==> config.mk <==
export PLATFORM = sky130hd
export DESIGN_NAME = sync_byte_frame_receiver
export DESIGN_NICKNAME = d
export VERILOG_FILES = /design/src/sbfr_pkg.sv /design/src/sync_byte_frame_receiver.sv /design/src/sbfr_cfg.sv /design/src/sbfr_core.sv
export SDC_FILE = /design/constraint.sdc
export NUM_CORES = 1
export LEC_CHECK = 0
export ABC_AREA = 0
export ABC_CLOCK_PERIOD_IN_PS = 4790
export BUFFER_PORTS_ARGS = -buffer_cell sky130_fd_sc_hd__buf_2
export CORE_MARGIN = 2
export CORE_UTILIZATION = 45
export CTS_BUF_LIST = sky130_fd_sc_hd__clkbuf_4 sky130_fd_sc_hd__clkbuf_8
export DETAILED_ROUTE_END_ITERATION = 7
export GPL_ROUTABILITY_DRIVEN = 0
export HOLD_SLACK_MARGIN = 0.1
export PLACE_DENSITY = 0.61
export RECOVER_POWER = 100
export SLEW_MARGIN = 25
export SYNTH_ARGS = -nofsm -noshare
export SYNTH_HDL_FRONTEND = slang
export SYNTH_SLANG_ARGS = --single-unit
==> constraint.sdc <==
create_clock -name clk -period 4.79 [get_ports clk]
set_input_delay 0.2395 -clock clk [delete_from_list [all_inputs] [get_ports clk]]
set_output_delay 0.2395 -clock clk [all_outputs]
set_load 0.02 [all_outputs]
==> src/sbfr_pkg.sv <==
// Shared types and constants for the sync byte frame receiver.
package sbfr_pkg;

    localparam int unsigned MAX_FRAME = 64;

    localparam int unsigned LEN_W = 7;
    localparam int unsigned TMR_W = 16;
    localparam int unsigned IDX_W = 6;
    localparam int unsigned CFG_IDX_W = 2;
    localparam int unsigned CFG_DATA_W = 16;

    localparam logic [1:0] FUNC_BYTE    = 2'd0;
    localparam logic [1:0] FUNC_TICK    = 2'd1;
    localparam logic [1:0] FUNC_RELEASE = 2'd2;

    localparam logic [CFG_IDX_W-1:0] REG_SYNC_VALUE    = 2'd0;
    localparam logic [CFG_IDX_W-1:0] REG_FRAME_LENGTH  = 2'd1;
    localparam logic [CFG_IDX_W-1:0] REG_TIMEOUT_TICKS = 2'd2;

    typedef struct packed {
        logic [1:0] func;
        logic [7:0] rx_byte;
    } in_t;

    typedef struct packed {
        logic             store_valid;
        logic [IDX_W-1:0] store_index;
        logic [7:0]       store_data;
        logic             frame_done;
        logic             frame_held;
        logic             timeout_drop;
    } out_t;

    typedef struct packed {
        logic [7:0]       sync_value;
        logic [LEN_W-1:0] frame_length;
        logic [TMR_W-1:0] timeout_ticks;
    } cfg_t;

endpackage

==> src/sync_byte_frame_receiver.sv <==
// Top level of the sync byte frame receiver: input register, framer, result register.
//
// Channel | Direction | Handshake            | Payload
// in      | request   | in_valid / in_ready   | in_data (func, rx_byte)
// out     | result    | out_valid / out_ready | out_data (store and status fields)
// cfg     | write     | cfg_write             | cfg_index, cfg_data
//
// One request per cycle unless the result stalls; the result is registered.
// The framer state advances as a request moves from the input register
// into the result register. A stalled result holds both registers; the
// input register still takes a request while it is empty.
// Reset clears all control state and loads register defaults.
module sync_byte_frame_receiver
(
    input  logic                             clk,
    input  logic                             rst_n,
    input  logic                             in_valid,
    output logic                             in_ready,
    input  sbfr_pkg::in_t                    in_data,
    output logic                             out_valid,
    input  logic                             out_ready,
    output sbfr_pkg::out_t                   out_data,
    input  logic                             cfg_write,
    input  logic [sbfr_pkg::CFG_IDX_W-1:0]   cfg_index,
    input  logic [sbfr_pkg::CFG_DATA_W-1:0]  cfg_data
);

    logic           s1_valid_reg;
    sbfr_pkg::in_t  s1_item_reg;
    logic           out_valid_reg;
    sbfr_pkg::out_t out_data_reg;

    logic           advance;
    sbfr_pkg::cfg_t cfg;
    sbfr_pkg::out_t res;

    assign advance  = s1_valid_reg && (!out_valid_reg || out_ready);
    assign in_ready = !s1_valid_reg || advance;

    sbfr_cfg u_cfg
    (
        .clk       (clk),
        .rst_n     (rst_n),
        .cfg_write (cfg_write),
        .cfg_index (cfg_index),
        .cfg_data  (cfg_data),
        .cfg       (cfg)
    );

    sbfr_core u_core
    (
        .clk   (clk),
        .rst_n (rst_n),
        .step  (advance),
        .item  (s1_item_reg),
        .cfg   (cfg),
        .res   (res)
    );

    always_ff @(posedge clk or negedge rst_n)
    begin
        if (!rst_n)
        begin
            s1_valid_reg  <= 1'b0;
            out_valid_reg <= 1'b0;
        end
        else
        begin
            if (in_ready)
                s1_valid_reg <= in_valid;
            if (advance)
                out_valid_reg <= 1'b1;
            else if (out_ready)
                out_valid_reg <= 1'b0;
        end
    end

    always_ff @(posedge clk)
    begin
        if (in_ready && in_valid)
            s1_item_reg <= in_data;
        if (advance)
            out_data_reg <= res;
    end

    assign out_valid = out_valid_reg;
    assign out_data  = out_data_reg;

endmodule

==> src/sbfr_cfg.sv <==
// Configuration register bank for the sync byte frame receiver.
module sbfr_cfg
(
    input  logic                               clk,
    input  logic                               rst_n,
    input  logic                               cfg_write,
    input  logic [sbfr_pkg::CFG_IDX_W-1:0]     cfg_index,
    input  logic [sbfr_pkg::CFG_DATA_W-1:0]    cfg_data,
    output sbfr_pkg::cfg_t                     cfg
);

    sbfr_pkg::cfg_t cfg_reg;
    sbfr_pkg::cfg_t cfg_next;

    always_comb
    begin
        cfg_next = cfg_reg;
        if (cfg_write)
        begin
            unique case (cfg_index)
                sbfr_pkg::REG_SYNC_VALUE:
                    cfg_next.sync_value = cfg_data[7:0];
                sbfr_pkg::REG_FRAME_LENGTH:
                    cfg_next.frame_length = cfg_data[sbfr_pkg::LEN_W-1:0];
                sbfr_pkg::REG_TIMEOUT_TICKS:
                    cfg_next.timeout_ticks = cfg_data[sbfr_pkg::TMR_W-1:0];
                default:
                    cfg_next = cfg_reg;
            endcase
        end
    end

    always_ff @(posedge clk or negedge rst_n)
    begin
        if (!rst_n)
        begin
            cfg_reg.sync_value    <= 8'd0;
            cfg_reg.frame_length  <= sbfr_pkg::LEN_W'(8);
            cfg_reg.timeout_ticks <= sbfr_pkg::TMR_W'(100);
        end
        else
        begin
            cfg_reg <= cfg_next;
        end
    end

    assign cfg = cfg_reg;

endmodule

==> src/sbfr_core.sv <==
// Framer state and per-request update logic.
module sbfr_core
(
    input  logic               clk,
    input  logic               rst_n,
    input  logic               step,
    input  sbfr_pkg::in_t      item,
    input  sbfr_pkg::cfg_t     cfg,
    output sbfr_pkg::out_t     res
);

    localparam logic [sbfr_pkg::LEN_W-1:0] LEN_MIN = sbfr_pkg::LEN_W'(2);
    localparam logic [sbfr_pkg::LEN_W-1:0] LEN_MAX = sbfr_pkg::LEN_W'(sbfr_pkg::MAX_FRAME);

    logic                         collecting_reg, collecting_next;
    logic [sbfr_pkg::LEN_W-1:0]   count_reg, count_next;
    logic                         held_reg, held_next;
    logic                         timed_out_reg, timed_out_next;
    logic [sbfr_pkg::TMR_W-1:0]   tmr_count_reg, tmr_count_next;
    logic                         tmr_run_reg, tmr_run_next;

    logic [sbfr_pkg::LEN_W-1:0]   len;
    logic [sbfr_pkg::TMR_W-1:0]   lim;
    logic [sbfr_pkg::TMR_W-1:0]   tmr_inc;

    always_comb
    begin
        len = cfg.frame_length;
        if (len < LEN_MIN)
            len = LEN_MIN;
        if (len > LEN_MAX)
            len = LEN_MAX;
        lim = (cfg.timeout_ticks == '0) ? sbfr_pkg::TMR_W'(1) : cfg.timeout_ticks;
        tmr_inc = tmr_count_reg + sbfr_pkg::TMR_W'(1);
    end

    always_comb
    begin
        collecting_next = collecting_reg;
        count_next      = count_reg;
        held_next       = held_reg;
        timed_out_next  = timed_out_reg;
        tmr_count_next  = tmr_count_reg;
        tmr_run_next    = tmr_run_reg;
        res             = '0;

        case (item.func)
            sbfr_pkg::FUNC_BYTE:
            begin
                if (!held_reg)
                begin
                    if (!collecting_reg)
                    begin
                        count_next     = '0;
                        timed_out_next = 1'b0;
                        if (item.rx_byte == cfg.sync_value)
                        begin
                            res.store_valid = 1'b1;
                            res.store_data  = item.rx_byte;
                            count_next      = sbfr_pkg::LEN_W'(1);
                            collecting_next = 1'b1;
                            tmr_count_next  = '0;
                            tmr_run_next    = 1'b1;
                        end
                    end
                    else
                    begin
                        if (timed_out_reg)
                        begin
                            collecting_next  = 1'b0;
                            timed_out_next   = 1'b0;
                            count_next       = '0;
                            res.timeout_drop = 1'b1;
                        end
                        else
                        begin
                            res.store_valid = 1'b1;
                            res.store_index = count_reg[sbfr_pkg::IDX_W-1:0];
                            res.store_data  = item.rx_byte;
                            count_next      = count_reg + sbfr_pkg::LEN_W'(1);
                        end
                        if (count_next == len)
                        begin
                            held_next       = 1'b1;
                            res.frame_done  = 1'b1;
                            tmr_run_next    = 1'b0;
                            tmr_count_next  = '0;
                            collecting_next = 1'b0;
                        end
                        else
                        begin
                            tmr_count_next = '0;
                            tmr_run_next   = 1'b1;
                        end
                    end
                end
            end
            sbfr_pkg::FUNC_TICK:
            begin
                if (tmr_run_reg)
                begin
                    if (tmr_inc >= lim)
                    begin
                        timed_out_next = 1'b1;
                        tmr_run_next   = 1'b0;
                        tmr_count_next = '0;
                    end
                    else
                    begin
                        tmr_count_next = tmr_inc;
                    end
                end
            end
            sbfr_pkg::FUNC_RELEASE:
            begin
                held_next = 1'b0;
            end
            default:
            begin
            end
        endcase

        res.frame_held = held_next;
    end

    always_ff @(posedge clk or negedge rst_n)
    begin
        if (!rst_n)
        begin
            collecting_reg <= 1'b0;
            count_reg      <= '0;
            held_reg       <= 1'b0;
            timed_out_reg  <= 1'b0;
            tmr_count_reg  <= '0;
            tmr_run_reg    <= 1'b0;
        end
        else if (step)
        begin
            collecting_reg <= collecting_next;
            count_reg      <= count_next;
            held_reg       <= held_next;
            timed_out_reg  <= timed_out_next;
            tmr_count_reg  <= tmr_count_next;
            tmr_run_reg    <= tmr_run_next;
        end
    end

endmodule

; ---- Word-level counts from Yosys, hierarchy flattened
; Index checks and enable logic that the tools add are counted.
; W data, S select, Z words.
[totals]
regBits = 88
in_bits = 33
out_inout_bits = 20
wordCells = 99
[op_classes]
n_addsub = 2
n_lt_le_gt_ge = 3
eq_ne = 10
n_mux = 41
bitwise_logic = 3
reduce_logical = 21
[ops]
columns = op, count
row1 = $mux W16, 6
row2 = $mux W7, 7
row3 = $pmux W16 S2, 1
row4 = $mux W1, 21
row5 = $add A16 B1 Y16 const B, 1
row6 = $ge A16 B16 Y1, 1
row7 = $logic_not A16 Y1, 1
row8 = $mux W8, 2
row9 = $mux W15, 1
row10 = $reduce_and A5 Y1, 2
row11 = $eq A8 B8 Y1, 1
row12 = $add A7 B1 Y7 const B, 1
row13 = $eq A7 B7 Y1, 1
row14 = $gt A7 B7 Y1 const B, 1
row15 = $lt A7 B2 Y1 const B, 1
row16 = $pmux W1 S2, 3
row17 = $reduce_and A2 Y1, 3
row18 = $eq A2 B1 Y1 const B, 2
row19 = $eq A2 B2 Y1 const B, 2
row20 = $logic_not A2 Y1, 2
row21 = $ne A2 B1 Y1 const B, 2
row22 = $reduce_and A4 Y1, 1
row23 = $reduce_bool A2 Y1, 2
row24 = $reduce_or A4 Y1, 1
row25 = other kinds (9), 14

; ---- Logic depth before layout (Yosys ltp)
; Gate-level depths: netlist of run 1.
[depth]
depth_word = 10
depth_mapped = 15
ltp_nobuf = 13

; ---- By module
; Synthesis of run 1 repeated with hierarchy kept, for this count alone.
[hier_totals]
hier_cells = 441
hier_area_um2 = 4758.3
[by_module_without_submodules]
columns = mod, instances, cells_each, area_each_um2, seq_area_each_um2
row1 = sbfr_core, 1, 339, 2626.3, 675.6
row2 = sbfr_cfg, 1, 66, 1187.4, 780.7
row3 = sync_byte_frame_receiver, 1, 36, 944.7, 890.9

; ---- Worst setup path before layout of run 1
; No wires, ideal clock.
[synth_timing]
path_kind = register to register
from = register u_core.tmr_count_reg[2] (netlist bit)
to = register u_core.tmr_count_reg[12] (netlist bit)
setup_time_ns = 0.066
t_arrival_ns = 3.274
required_time_ns = 4.724
setup_slack_ns = 1.450
path_stages_with_launch = 16
path_buffers = 2
synth_period_minus_slack_ns = 3.340
path_cell_list = dfrtp_1 -> and3_1 -> and3_1 -> clkbuf_1 -> nand3_1 -> nor2_1 -> xor2_1 -> ha_1 -> a21o_1 -> a21o_1 -> a2111o_1 -> a31oi_1 -> nand2_1 -> nor2_1 -> buf_2 -> a22o_1
[synth_via]
elab_chain_cells = 5
[synth_rtl]
columns = element, line
row1 = "start, declared", sbfr_core.sv:19  ; logic [sbfr_pkg::TMR_W-1:0] tmr_count_reg, tmr_count_next;
row2 = "start signal, assigned", sbfr_core.sv:143  ; tmr_count_reg <= tmr_count_next;
row3 = $add A16 B1 Y16 (*), sbfr_core.sv:34  ; tmr_inc = tmr_count_reg + sbfr_pkg::TMR_W'(1);
row4 = $ge A16 B16 Y1, sbfr_core.sv:102  ; if (tmr_inc >= lim)
row5 = $mux W16 (*), sbfr_core.sv:102
row6 = $mux W16 (*), sbfr_core.sv:100  ; if (tmr_run_reg)
row7 = $pmux W16 S2 (*), sbfr_core.sv:47  ; case (item.func)
; Every way passes the cells marked *; elsewhere a longest branch is shown, timed or not. The select of a mux whose other input is x is not followed.
; A chain may end at the register's enable or synchronous reset.

; ---- Worst setup path in the final report of run 1
[layout_timing]
from = register u_core.tmr_count_reg[2] (netlist bit)
to = register u_core.tmr_count_reg[14] (netlist bit)
; The elaborated chain is that of the path after synthesis.

==> impl_results.md, run 1 <==
* Die height at 104 um
* Yosys cell types at 54
* Register area share after synthesis at 52.2%
* Synth Flop Type: dfrtp_1
* Final hold viol count at 0
* Top cells by area, synth: dfrtp_1 (31%), edfxtp_1 (19%), mux2_2 (7.8%)
* Worst reg2reg path depth at 14
* Setup Fix Bufs, Post-CTS at 0
* Synth area leader: dfrtp_1
* First-pass GRT wire length at 15.6 mm
* H-tree Lvls at 3
* Status: complete, but fails checks
* Total CTS buffers at 9
* Setup violators final at 0
* Cell breakdown of the critical path: and3_1 -> and3_1 -> nand3_1 -> nor2_1 -> xor2_1 -> ha_1 -> a21o_1 -> a21o_1 -> a2111o_1 -> a31oi_1 -> nand2_1 -> nor2_1 -> clkbuf_1 -> a22o_1
* Slew @ Worst Pin at 3.24 ns
* Fin crit period at 4.01 ns
* Routed WL per cell at 15.1 um
* Area delta synth->final at 16.5%
* Yosys warning count at 0
* Fill cells at 905
* Die area at 0.0108 mm2
* Req. time, crit path at 5.11 ns
* Mean Syn Cell Area at 11.4 um2
* Async SR Flop Fraction at 68.2%
* Row count at 36
* Core area at 0.00973 mm2
* Io pins at 53
* CTS max path bufs at 2
* Gr usage total at 18.2%
* P_leak at 2.23 nW
* WHS Endpoint: u_cfg.cfg[10]
* Post-synth EDFFs at 28
* Synth Instances at 394
* Critical path's slowest cell: dfrtp_1
* Pre-CTS setup slack at 0.986 ns
* Drt first pass iters at 4
* Net count, final at 520
* Synthesized Nets at 445
* DRC Markers at 0
* Synth top cells by count: dfrtp_1 (56), mux2_2 (31), edfxtp_1 (28), nand2_1 (25)
* Fmax achieved at 250 MHz
* Hold Crit Class: input port to register
* Grt total ovfl at 0
* Violated checks: max-capacitance violations, max-slew violations
* Max reg flops at 31
* Crit path max fanout at 7
* WL final at 9.17 mm
* Register Area at 0.00235 mm2
* Vias at 3182
* Critical Path End Type: register
* Slew margin rel. at -116%
* Number of global-route vias before repair at 3203
* CTS tree: built
* CP Class: register to register
* Reg-to-Reg End: u_core.tmr_count_reg[14]
* Hold path depth at 2
* Setup WS post-layout at 0.783 ns
* Worst R2R Setup Slack at 0.78 ns
* Number of vias per cell at 5.24
* Max_cap viols at 2
* Startpoint types: register
* Number of diodes at 0
* CP max stage delay at 0.43 ns
* Final slew viol count at 61
* Post-Syn Area at 0.00450 mm2
* TNS Setup at 0 ns
* Post-synth top area share at 31.2%
* Placed Area at 0.00490 mm2
* Clk root buf: clkbuf_8
* Worst-Skew Late Latency at 0.37 ns
* Drt initial violations at 162
* Starting Density at 46.2%
* Design area at 0.00524 mm2
* Max Clock Skew at 0.0154 ns
* Crit Reg-Reg Startpoint: u_core.tmr_count_reg[2]
* Die width at 104 um
* Fin crit share at 83.7%
* Post-route ant nets at 0
* Clock Sinks at 88
* HPWL after DPL at 6.56 mm
* Clk slew on worst S/H paths at 0.09 ns
* Power per Cell Area at 357 mW/mm2
* CP Data Arrival Time at 4.33 ns
* Synthesized flop and latch total at 88
* Buffers added on ports at 52
* Initial antenna violation count at 0
* Peak VDD IR at 0.000222 V
* RSZ-0062 raised after global routing: no
* Fraction of layout cells with a size suffix above 1 at 18.4%
* Multi-input combinational cell area at 0.00201 mm2
* Min-delay src: cfg_data[10]
* Top-count cell post-synth: dfrtp_1
* Largest net degree at the start of global routing at 61
==> worst max-delay path: cells and delay by family (launching register included) <==
kind	cells	cell delay [ns]
simple gates	6	1.49
compound gates	5	1.19
flops	1	0.43
buf+inv	1	0.33
fa+ha+maj	1	0.28
xor+xnor	1	0.24
==> per-stage QoR <==
step	util, %	cells	power (W)	hold slack, ns
2_1_floorplan	-	394	0.00125	-0.0561
3_3_place_gp	50.3	571	0.00135	0.416
3_5_place_dp	50.4	571	0.00136	0.418
4_1_cts	54.5	607	0.00191	0.101
5_1_grt	53.9	607	0.00198	0.115
6_report	53.9	607	0.00187	0.122
==> routing by layer <==
metal | vias to the layer above | GRT usage, % | wire length, um
met4 | 0 | 7.34 | 163
met3 | 16 | 4.01 | 352
li1 | 1579 | - | -
met5 | - | 0 | 0
met1 | 1528 | 24.7 | 4380
met2 | 59 | 28.5 | 4270
==> cell families after synthesis <==
family	share of synthesized area, %
buffers and inverters	2.59
xor gates and xnor gates	4.87
muxes	7.76
adders and majority gates	5.01
and+or+nand+nor	15.2
DFF	52.2
AOI/OAI and AO/OA	12.4
==> power by group <==
group          internal [W]  leakage, nW  switching (W)  total [W]
sequential         0.000877         1.02       0.000101   0.000979
clock              0.000245        0.100       0.000286   0.000531
combinational      0.000178         1.11       0.000184   0.000362
==> cells in the final DEF (no fill, tap or decap), types with 3 or more instances in the layout <==
master / n
a31oi_1: 3
a21oi_1: 9
edfxtp_1: 28
buf_2: 30
o31ai_1: 3
and2_0: 15
nand3_1: 12
dlygate4sd3_1: 20
nor2b_1: 4
a21o_1: 7
dfrtp_1: 56
mux2_2: 31
clkbuf_8: 9
inv_1: 20
nand4_1: 5
nand2b_1: 10
or3_1: 6
o21ai_0: 20
a22o_1: 13
and3_1: 6
xnor2_1: 17
nor2_1: 19
nand2_1: 25
nor3_1: 6
ha_1: 18
dfstp_2: 4
clkbuf_1: 24
nor4_1: 4
nand3b_1: 3
xor2_1: 8
==> layout make-up <==
| class | count | share of cell area (%) |
|---|---|---|
| clock buffer | 9 | 2.36 |
| clock inverter | 7 | 1.48 |
| inverter | 20 | 1.43 |
| multi-input combinational | 276 | 38.4 |
| sequential | 88 | 44.8 |
| tap | 133 | 3.17 |
| timing repair buffer | 74 | 8.40 |
==> how the worst max path moves through the flow <==
| stage | depth (start not counted) | startpoint | slack [ns] | endpoint |
|---|---|---|---|---|
| final | 14 | u_core.tmr_count_reg[2] | 0.78 | u_core.tmr_count_reg[14] |
| after global routing | 14 | u_core.tmr_count_reg[2] | 0.50 | u_core.tmr_count_reg[14] |
| after CTS | 14 | u_core.tmr_count_reg[2] | 0.94 | u_core.tmr_count_reg[14] |
| after detailed placement | 14 | u_core.tmr_count_reg[2] | 0.99 | u_core.tmr_count_reg[10] |
| after global placement | 14 | u_core.tmr_count_reg[2] | 1.10 | u_core.tmr_count_reg[4] |
| after floorplan | 15 | u_core.tmr_count_reg[2] | 1.45 | u_core.tmr_count_reg[12] |
==> what timing repair did <==
item,in CTS,in global routing
resized for setup,0,0
hold buffers,20,0
endpoints found under the hold margin,75,0
Note: power is estimated with default switching activity, not from simulation.
==> run 2: changes to the inputs <==
- ABC_CLOCK_PERIOD_IN_PS: 4790 -> 3800
- clock period: 4.79 -> 3.8 ns (I/O delays scaled with it)
==> impl_results.md, run 2 (synthesis gave the netlist of run 1 again) <==
* H-tree Lvls at 3
* CP max stage delay at 1.13 ns
* Power per Cell Area at 441 mW/mm2
* Register Area at 0.00235 mm2
* Number of vias per cell at 5.30
* Net count, final at 525
* Psw at 0.000749 W
* Number of diodes at 0
* Grt total ovfl at 0
* Fmax achieved at 285 MHz
* Worst-Skew Late Latency at 0.36 ns
* Clk pwr share at 26.9%
* Max_cap viols at 0
* TNS Setup at 0 ns
* P_leak at 2.24 nW
* Fill cells at 890
* Drt initial violations at 104
* Critical Path End Type: register
* Req. time, crit path at 4.02 ns
* Max Clock Skew at 0.0181 ns
* Clock Sinks at 88
* Area delta synth->final at 17.6%
* Delay-heaviest family, CP: compound AO/OA/AOI/OAI gates
* Startpoint types: register
* Reg-to-Reg End: out_data[1]
* Buffers added on ports at 52
* DRC Markers at 0
* CTS tree: built
* Starting Density at 46.2%
* HPWL after DPL at 6.86 mm
* Min-delay src: cfg_data[1]
* Fin crit period at 3.51 ns
* Clk root buf: clkbuf_8
* P_int at 0.00158 W
* Fraction of layout cells with a size suffix above 1 at 18.6%
* Worst reg2reg path depth at 8
* Crit path max fanout at 11
* Routed WL per cell at 15.5 um
* Hold path depth at 2
* Vias at 3244
* Most common cell after layout, fill and taps aside: dfrtp_1
* Number of global-route vias before repair at 3209
* Cell breakdown of the critical path: ha_1 -> and4_1 -> and2_4 -> xnor2_1 -> or4_4 -> a2111oi_0 -> a31oi_1 -> a21oi_1
* Die width at 104 um
* Clk slew on worst S/H paths at 0.10 ns
* Die area at 0.0108 mm2
* Final Non-Filler Cells at 612
* WHS Endpoint: u_cfg.cfg[24]
* CTS max path bufs at 2
* Placed cell count at 572
* Total CTS buffers at 9
* Sequential fraction of design power at 53.1%
* Slew margin rel. at 11.0%
* Combinational share of power at 20.0%
* WP buf/inv at 0
* Drt first pass iters at 4
* CP Data Arrival Time at 3.73 ns
* Multi-input combinational cell area at 0.00202 mm2
* Max reg flops at 31
* Final slew viol count at 0
* Post-route ant nets at 0
* Core area at 0.00973 mm2
* Largest net degree at the start of global routing at 42
* First-pass GRT wire length at 15.8 mm
* Worst R2R Setup Slack at 0.29 ns
* Die height at 104 um
* Peak VDD IR at 0.000215 V
* Hold WS at 0.115 ns
* Most frequent cells in the layout: dfrtp_1 (56), mux2_2 (30), buf_2 (29)
* Hold Crit Class: input port to register
* Io pins at 53
* Setup violators final at 0
* Crit Reg-Reg Startpoint: u_core.count_reg[0]
* Gr usage total at 18.4%
* Fin crit share at 92.4%
* Slew @ Worst Pin at 1.30 ns
* Status: complete, no violations
* Critical path's slowest cell: a2111oi_0
* RSZ-0062 raised after global routing: no
* WL final at 9.50 mm
* CP Class: register to register
* Setup Fix Bufs, Post-CTS at 0
* Final hold viol count at 0
* Initial antenna violation count at 0
* Net Sw Frac at 32.1%
* Row count at 36
* Final core utilization at 54.4%
-- run 2: cell count changes in the layout (fill, tap and decap cells not counted), moves of 2 or more --
cell           previous run  this run
buf_4                     0         2
clkinv_4                  2         0
clkinvlp_4                1         4
dlygate4sd3_1            20        24
-- run 2: worst max-delay path by stage --
stage	from	end	slack (ns)	cells after the start
finish	u_core.count_reg[0]	out_data[1]	0.29	8
global route	u_core.tmr_count_reg[2]	u_core.tmr_count_reg[5]	0.02	14
floorplan	u_core.tmr_count_reg[2]	u_core.tmr_count_reg[12]	0.46	15
global placement	u_core.tmr_count_reg[2]	u_core.tmr_count_reg[5]	0.47	14
detailed placement	u_core.tmr_count_reg[0]	u_core.tmr_count_reg[9]	0.31	13
CTS	u_core.tmr_count_reg[0]	u_core.tmr_count_reg[5]	0.26	13
-- run 2: layer usage --
layer  part of all wire, %  global-route usage, %
met2                    47                   29.8
met1                    49                   25.5
met4                   1.0                   5.12
met3                   2.8                   3.20
met5                     0                      0
-- run 2: repair_timing --
action | in CTS | in global routing
hold endpoints to repair | 45 | 0
hold buffers | 24 | 0
resized for setup | 0 | 1
setup endpoints to repair | 0 | 4
-- run 2: power groups by stage --
stage / Sequential [W] / Clock [W] / Combinational, W
finish: 0.00124 / 0.000628 / 0.000465
global route: 0.00126 / 0.000689 / 0.000523
CTS: 0.00124 / 0.000646 / 0.000492
detailed placement: 0.00126 / 0 / 0.000471
global placement: 0.00125 / 0 / 0.000459
floorplan: 0.00122 / 0 / 0.000359
-- run 2: area by class of cell --
cell class              count  share of cell area [%]
clock buffers               9                    2.34
clock inverters             7                    1.25
inverters                  20                    1.42
multi-input cells         276                    38.2
flip-flops and latches     88                    44.4
well taps                 133                    3.15
repair buffers             79                    9.30
-- run 2: per-stage QoR --
stage                     area (um2)  total power, W  setup WS, ns
after global placement          4910         0.00171         0.466
final                           5290         0.00233         0.288
after global routing            5290         0.00247        0.0220
after floorplan                 4500         0.00158         0.460
after CTS                       5340         0.00237         0.255
after detailed placement        4910         0.00173         0.309
